`src/design/ut2dos_pkg.sv`:
```
// Month table and leap rule for the Unix time to DOS date converter.
package ut2dos_pkg;

  // Day offset of each month within its year.
  function automatic logic [8:0] month_start(input logic leap, input logic [3:0] m);
    logic [8:0] v;
    begin
      case (m)
        4'd0:    v = 9'd0;
        4'd1:    v = 9'd31;
        4'd2:    v = leap ? 9'd60  : 9'd59;
        4'd3:    v = leap ? 9'd91  : 9'd90;
        4'd4:    v = leap ? 9'd121 : 9'd120;
        4'd5:    v = leap ? 9'd152 : 9'd151;
        4'd6:    v = leap ? 9'd182 : 9'd181;
        4'd7:    v = leap ? 9'd213 : 9'd212;
        4'd8:    v = leap ? 9'd244 : 9'd243;
        4'd9:    v = leap ? 9'd274 : 9'd273;
        4'd10:   v = leap ? 9'd305 : 9'd304;
        4'd11:   v = leap ? 9'd335 : 9'd334;
        default: v = 9'd0;
      endcase
      return v;
    end
  endfunction

  // Gregorian leap rule over the years 1970 to 2106.
  function automatic logic is_leap(input logic [11:0] y);
    begin
      return (y[1:0] == 2'b00) && (y != 12'd2100);
    end
  endfunction

endpackage

```
`src/design/unix_time_to_dos_datetime.sv`:
```
// Top level of the Unix time to calendar and DOS date/time converter.
// Usage: pulse start with unix_seconds whenever busy is low (busy is always low, so one
// transaction may enter every cycle). Each result appears with done high for one cycle,
// after the four divide stages for days and time of day, the three calendar stages and
// the output register. The receiver cannot stall the block.
module unix_time_to_dos_datetime
  import ut2dos_pkg::*;
(
  input  logic        clk,
  input  logic        rst,
  input  logic        start,
  output logic        busy,
  input  logic [31:0] unix_seconds,
  output logic        done,
  output logic [11:0] cal_year,
  output logic [3:0]  cal_month,
  output logic [4:0]  cal_day,
  output logic [4:0]  cal_hour,
  output logic [5:0]  cal_minute,
  output logic [5:0]  cal_second,
  output logic [31:0] packed_dos_time
);

  logic        sp_valid;
  logic [15:0] sp_days;
  logic [4:0]  sp_hour;
  logic [5:0]  sp_min, sp_sec;

  assign busy = 1'b0;

  ut2dos_split u_split (
    .clk(clk), .rst(rst), .in_valid(start), .secs(unix_seconds),
    .out_valid(sp_valid), .days(sp_days), .hour(sp_hour),
    .minute(sp_min), .second(sp_sec)
  );

  // Time of day waits alongside the calendar stages.
  logic [4:0] h_d [3];
  logic [5:0] m_d [3];
  logic [5:0] s_d [3];
  always_ff @(posedge clk) begin
    h_d[0] <= sp_hour; m_d[0] <= sp_min; s_d[0] <= sp_sec;
    for (int i = 1; i < 3; i++) begin
      h_d[i] <= h_d[i-1]; m_d[i] <= m_d[i-1]; s_d[i] <= s_d[i-1];
    end
  end

  logic        dt_valid;
  logic [11:0] dt_year;
  logic [3:0]  dt_month;
  logic [4:0]  dt_day;
  ut2dos_date u_date (
    .clk(clk), .rst(rst), .in_valid(sp_valid), .days(sp_days),
    .out_valid(dt_valid), .year(dt_year), .month(dt_month), .day(dt_day)
  );

  // Output register with the packed DOS word.
  logic [11:0] yoff;
  assign yoff = dt_year - 12'd1980;
  always_ff @(posedge clk) begin
    if (rst) begin
      done <= 1'b0;
    end else begin
      done <= dt_valid;
    end
    cal_year   <= dt_year;
    cal_month  <= dt_month;
    cal_day    <= dt_day;
    cal_hour   <= h_d[2];
    cal_minute <= m_d[2];
    cal_second <= s_d[2];
    packed_dos_time <= {yoff[6:0], dt_month, dt_day, h_d[2], m_d[2], s_d[2][5:1]};
  end

endmodule

```
`src/design/ut2dos_split.sv`:
```
// Divides seconds into days and second of day, then into hour, minute and second.
module ut2dos_split
  import ut2dos_pkg::*;
(
  input  logic        clk,
  input  logic        rst,
  input  logic        in_valid,
  input  logic [31:0] secs,
  output logic        out_valid,
  output logic [15:0] days,
  output logic [4:0]  hour,
  output logic [5:0]  minute,
  output logic [5:0]  second
);

  // floor(x/675) for x < 2^25 via multiply by floor(2^36/675) with one correction.
  localparam logic [35:0] Recip = 36'd101806632;

  // Stage 1: days by reciprocal multiply; 2^-7 taken first since 86400 = 128*675.
  logic [24:0] s1_hi;
  logic [6:0]  s1_lo;
  logic        s1_valid;
  logic [15:0] s1_q;
  logic [35:0] s1_prod;
  logic [60:0] in_mul;

  always_comb in_mul = {36'd0, secs[31:7]} * {25'd0, Recip};

  always_ff @(posedge clk) begin
    if (rst) begin
      s1_valid <= 1'b0;
    end else begin
      s1_valid <= in_valid;
    end
    s1_hi <= secs[31:7];
    s1_lo <= secs[6:0];
    s1_q  <= in_mul[51:36];
  end

  // The estimate may be one low; correct quotient and remainder.
  logic [24:0] s1_rem;
  logic [24:0] s1_rc;
  logic [15:0] s1_qc;
  always_comb begin
    s1_prod = {20'd0, s1_q} * 36'd675;
    s1_rem  = s1_hi - s1_prod[24:0];
    s1_qc   = (s1_rem >= 25'd675) ? s1_q + 16'd1 : s1_q;
    s1_rc   = (s1_rem >= 25'd675) ? s1_rem - 25'd675 : s1_rem;
  end

  // Stage 2: day count and second of day.
  logic        s2_valid;
  logic [15:0] s2_days;
  logic [16:0] s2_sod;
  always_ff @(posedge clk) begin
    if (rst) begin
      s2_valid <= 1'b0;
    end else begin
      s2_valid <= s1_valid;
    end
    s2_days <= s1_qc;
    s2_sod  <= {s1_rc[9:0], s1_lo};
  end

  // Stage 3: hour and second of hour; 3600 = 16*225, so x>>4 over 225.
  logic [12:0] s2_x;
  logic [25:0] s2_hm;
  logic [4:0]  s2_h;
  logic [12:0] s2_hd;
  logic [11:0] s2_soh;
  always_comb begin
    s2_x   = s2_sod[16:4];
    s2_hm  = {13'd0, s2_x} * 26'd4661;
    s2_h   = s2_hm[24:20];
    s2_hd  = s2_x - {8'd0, s2_h} * 13'd225;
    s2_soh = {s2_hd[7:0], s2_sod[3:0]};
  end
  logic       s3_valid;
  logic [15:0] s3_days;
  logic [4:0] s3_hour;
  logic [11:0] s3_soh;
  always_ff @(posedge clk) begin
    if (rst) begin
      s3_valid <= 1'b0;
    end else begin
      s3_valid <= s2_valid;
    end
    s3_days <= s2_days;
    s3_hour <= s2_h;
    s3_soh  <= s2_soh;
  end

  // Stage 4: minute and second; divide by 60 with multiply by 4370 >> 18.
  logic [24:0] s3_mm;
  logic [5:0]  s3_m;
  logic [11:0] s3_ms;
  always_comb begin
    s3_mm = {13'd0, s3_soh} * 25'd4370;
    s3_m  = s3_mm[23:18];
    s3_ms = s3_soh - {6'd0, s3_m} * 12'd60;
  end
  always_ff @(posedge clk) begin
    if (rst) begin
      out_valid <= 1'b0;
    end else begin
      out_valid <= s3_valid;
    end
    days   <= s3_days;
    hour   <= s3_hour;
    minute <= s3_m;
    second <= s3_ms[5:0];
  end

endmodule

```
`src/design/ut2dos_date.sv`:
```
// Turns a day count since 1970 into year, month and day of month.
module ut2dos_date
  import ut2dos_pkg::*;
(
  input  logic        clk,
  input  logic        rst,
  input  logic        in_valid,
  input  logic [15:0] days,
  output logic        out_valid,
  output logic [11:0] year,
  output logic [3:0]  month,
  output logic [4:0]  day
);

  // Stage 1: guess the year as days*717/2^18, 717 being 2^18/365.25 rounded low; keep the day count.
  logic [33:0] g_mul;
  logic        s1_valid;
  logic [15:0] s1_days;
  logic [7:0]  s1_yo;
  always_comb g_mul = {18'd0, days} * 34'd717;
  always_ff @(posedge clk) begin
    if (rst) begin
      s1_valid <= 1'b0;
    end else begin
      s1_valid <= in_valid;
    end
    s1_days <= days;
    s1_yo   <= g_mul[25:18];
  end

  // Days before Jan 1 of 1970+yo, with the missing leap day in 2100.
  function automatic logic [15:0] year_start(input logic [7:0] yo);
    logic [15:0] b;
    logic [7:0]  l;
    begin
      l = (yo + 8'd1) >> 2;
      if (yo > 8'd130) l = l - 8'd1;
      b = 16'(16'(yo) * 16'd365) + 16'(l);
      return b;
    end
  endfunction

  // Stage 2: correct the guess by one year either way.
  logic [15:0] s1_b0, s1_b1;
  logic [7:0]  s1_y;
  logic [15:0] s1_doy;
  always_comb begin
    s1_b0 = year_start(s1_yo);
    s1_b1 = year_start(s1_yo + 8'd1);
    if (s1_days < s1_b0) begin
      s1_y   = s1_yo - 8'd1;
      s1_doy = s1_days - year_start(s1_yo - 8'd1);
    end else if (s1_days >= s1_b1) begin
      s1_y   = s1_yo + 8'd1;
      s1_doy = s1_days - s1_b1;
    end else begin
      s1_y   = s1_yo;
      s1_doy = s1_days - s1_b0;
    end
  end
  logic        s2_valid;
  logic [11:0] s2_year;
  logic [8:0]  s2_doy;
  always_ff @(posedge clk) begin
    if (rst) begin
      s2_valid <= 1'b0;
    end else begin
      s2_valid <= s1_valid;
    end
    s2_year <= 12'd1970 + 12'(s1_y);
    s2_doy  <= s1_doy[8:0];
  end

  // Stage 3: month search over the table in parallel compares.
  logic       lp;
  logic [3:0] m;
  always_comb begin
    lp = is_leap(s2_year);
    m  = 4'd0;
    for (int i = 1; i < 12; i++) begin
      if (s2_doy >= month_start(lp, 4'(i))) m = 4'(i);
    end
  end
  always_ff @(posedge clk) begin
    if (rst) begin
      out_valid <= 1'b0;
    end else begin
      out_valid <= s2_valid;
    end
    year  <= s2_year;
    month <= m + 4'd1;
    day   <= 5'(s2_doy - month_start(lp, m) + 9'd1);
  end

endmodule
```
`config.mk`:
```
export PLATFORM = sky130hd
export DESIGN_NAME = unix_time_to_dos_datetime
export DESIGN_NICKNAME = d
export VERILOG_FILES = /design/src/design/ut2dos_pkg.sv /design/src/design/unix_time_to_dos_datetime.sv /design/src/design/ut2dos_split.sv /design/src/design/ut2dos_date.sv
export SDC_FILE = /design/constraint.sdc
export NUM_CORES = 2
export LEC_CHECK = 0
export ABC_AREA = 1
export BUFFER_PORTS_ARGS = -buffer_cell sky130_fd_sc_hd__buf_2
export CAP_MARGIN = 20
export CORE_MARGIN = 4
export CORE_UTILIZATION = 40
export DETAILED_ROUTE_END_ITERATION = 7
export PLACE_DENSITY = 0.64
export SYNTH_ARGS = -nofsm -noshare
export SYNTH_HDL_FRONTEND = slang
export SYNTH_SLANG_ARGS = --single-unit
```
`constraint.sdc`:
```
create_clock -name clk -period 8.6 [get_ports clk]
set_clock_uncertainty 0.15 [all_clocks]
set_input_delay 1.72 -clock clk [delete_from_list [all_inputs] [get_ports clk]]
set_output_delay 1.72 -clock clk [all_outputs]
set_load 0.005 [all_outputs]
```
==> results.sh <==
export IMPL_die_y_um=311
export IMPL_async_reset_ff_frac=0
export IMPL_syn_area_um2=36600
export IMPL_critPathKind="reg2reg"
export IMPL_ys_warnings_count=0
export IMPL_drt_wirelength_per_cell_um=14.3
export IMPL_yosys_register_bits=315
export IMPL_place_inst=5455
export IMPL_clk_pin_slew_ns=0.07
export IMPL_nNetsFinal=5589
export IMPL_timing_rr_end="u_date.s2_doy[8]"
export IMPL_rr_worst_depth=47
export IMPL_endpoint_kind="flop"
export IMPL_avgSynthCellArea_um2=8.76
export IMPL_rows=110
export IMPL_synthFlopType="dfxtp_1"
export IMPL_fin_cells=5530
export IMPL_rr_startpoint="u_date.s1_yo[1]"
export IMPL_placed_cell_area_um2=38600
export IMPL_ios=107
export IMPL_cpMaxStageDelayCell="fa_1"
export IMPL_io_buffers=105
export IMPL_drtIter0Drc=1094
export IMPL_setup_viol=0
export IMPL_insertion_delay_ns=0.55
export IMPL_hold_class="reg2reg"
export IMPL_design_area_um2=40200
export IMPL_critPathRequiredTime_ns=8.90
export IMPL_max_freq_ghz=0.123
export IMPL_maxCapViolCount=0
export IMPL_min_to="m_d[0][7]"
export IMPL_overflow=0
export IMPL_synth_top_area_share=0.292
export IMPL_die_x_um=311
export IMPL_synth_area_leader_cell="ha_1"
export IMPL_firstDrtPassIters=5
export IMPL_finalHoldViolCount=0
export IMPL_post_route_period_util=0.948
export IMPL_drive_gt1_frac=0.0714
export IMPL_cp_max_fo=5
export IMPL_dieArea_um2=96500
export IMPL_worst_slew_pin_slew_ns=0.837
export IMPL_via_per_inst=4.78
export IMPL_period_minus_slack_ns=8.15
export IMPL_grt_pass1_wl_mm=133
export IMPL_hpwl_mm=66.8
export IMPL_numClockSinks=315
export IMPL_grt_max_degree=28
export IMPL_ys_seq_area_frac=0.172
export IMPL_status="complete, no violations"
export IMPL_crit_arrival_ns=8.45
export IMPL_ant_nets=0
export IMPL_drt_wl_total_mm=78.9
export IMPL_cts_tree="yes"
export IMPL_synth_cell_types=56
export IMPL_synth_edff_count=0
export IMPL_coreArea_um2=90400
export IMPL_cp_start_kind="flop"
export IMPL_h_tree_depth=2
export IMPL_yosys_top_cells_count="980 x inv_1, 856 x ha_1, 598 x nand2_1"
export IMPL_syn_inst=4180
export IMPL_clockRootBuffer="clkbuf_16"
export IMPL_whs_path_depth=0
export IMPL_rrSetupSlack_ns=0.45
export IMPL_ys_top_cells_by_area="ha_1 29%, fa_1 20%, dfxtp_1 17%"
export IMPL_drc=0
export IMPL_relSlewSlack=0.440
export IMPL_antenna_found_initial=1
export IMPL_area_delta_synth_final_pct=9.78
export IMPL_synth_most_common_cell="inv_1"
export IMPL_cts_made_buffers=35
export IMPL_vias=26500
export IMPL_syn_num_nets=5441
export IMPL_clock_path_buffers=3
export IMPL_gp_congestion=0.917
export IMPL_initial_utilization=0.405
export IMPL_slowest_delay_ns=0.52
export IMPL_grtUsageTotal=0.166
export IMPL_grt_pass1_vias=27300
export IMPL_worstHoldStart="m_d[0][1]"
export IMPL_slew_viol_final=0
-- worst max-delay path by stage --
stage                         start          endpoint  slack (ns)  depth (start not counted)
floorplan           u_date.s1_yo[0]  u_date.s2_doy[8]        0.02                         47
global placement    u_date.s1_yo[3]  u_date.s2_doy[8]        0.08                         46
detailed placement  u_date.s1_yo[3]  u_date.s2_doy[8]       0.002                         46
CTS                 u_date.s1_yo[3]  u_date.s2_doy[8]        0.06                         46
global route        u_date.s1_yo[1]  u_date.s2_doy[8]       -0.09                         48
finish              u_date.s1_yo[1]  u_date.s2_doy[8]        0.45                         47
-- metal layers --
layer	GRT usage	vias to the layer above	part of all wire
met1	0.209	12400	0.45
met5	0	-	0
met4	0.0483	0	0.030
met2	0.300	432	0.49
met3	0.0168	122	0.034
li1	-	13500	-
-- cells by family (layout without fill, tap and decap cells) --
logic type | after synthesis | count (layout) | synth area share
mux | 2 | 2 | 0.000547
compound gates | 371 | 371 | 0.0559
other cells | 1 | 2 | 0.000102
flops | 315 | 315 | 0.172
xor+xnor | 181 | 181 | 0.0437
simple gates | 1055 | 1055 | 0.124
fa+ha+maj | 1226 | 1226 | 0.495
buf+inv | 1029 | 1202 | 0.109
-- through the flow --
step	utilization	setup slack, ns	hold WS (ns)	TNS (ns)
global route	0.445	-0.0934	0.167	-0.181
floorplan	-	0.0244	0.160	0
finish	0.445	0.449	0.170	0
CTS	0.440	0.0554	0.169	0
global placement	0.427	0.0773	0.160	0
detailed placement	0.427	0.00158	0.162	0
-- flip-flops by register name (all words and copies together) (netlist names), 15 cells and up --
| register | flops |
|---|---|
| s_d | 18 |
| u_split.s1_q | 16 |
| m_d | 18 |
| h_d | 15 |
| u_split.s3_days | 16 |
| u_split.days | 16 |
| u_split.s2_sod | 17 |
| u_split.s2_days | 16 |
| u_date.s1_days | 16 |
| u_split.s1_hi | 25 |
-- critical path: cells and delay by family (launching register included) --
family,cells,cell delay [ns]
simple gates,22,2.72
compound gates,5,0.48
fa+ha+maj,10,3.24
xor+xnor,4,0.64
buf+inv,6,0.42
flops,1,0.39
-- layout by cell type (no fill, tap or decap), types with 6 or more instances in the layout --
cell type    n
o21ai_1      6
clkbuf_16   37
dfxtp_1    311
buf_4       48
or2_2        7
nand3_1    106
nor4_1       9
xnor2_1     50
ha_1       843
fa_1       369
nand2_2     16
clkbuf_1     6
a21oi_1    172
o31ai_1     13
inv_1      973
o21bai_1    10
inv_2       11
nor2_1     187
a21o_1       6
nand2_1    592
buf_2      105
o211ai_1     8
xor2_1     124
ha_4         7
nor2_2      10
nand4_1     64
ha_2         6
a31oi_1     21
nor3_2       6
o21ai_0    104
nor3_1      28
-- repair_timing --
item / 4_1_cts / 5_1_grt
gates resized for setup: 1 / 78
endpoints found under the setup margin: 1 / 14
pin swaps: 0 / 41
setup buffers: 0 / 12
hold buffers: 0 / 0
-- area by class of cell --
type,count,area [µm²]
clock inverters,16,191
multi-input cells,2836,26600
well taps,1176,1470
repair buffers,156,923
inverters,984,3690
diodes,1,2.50
clock buffers,46,990
fillers,8868,50200
flip-flops and latches,315,6320
Power is left out: the tool's default activity adds up to more than one toggle a clock period on the data nets, which glitch-free logic cannot reach.
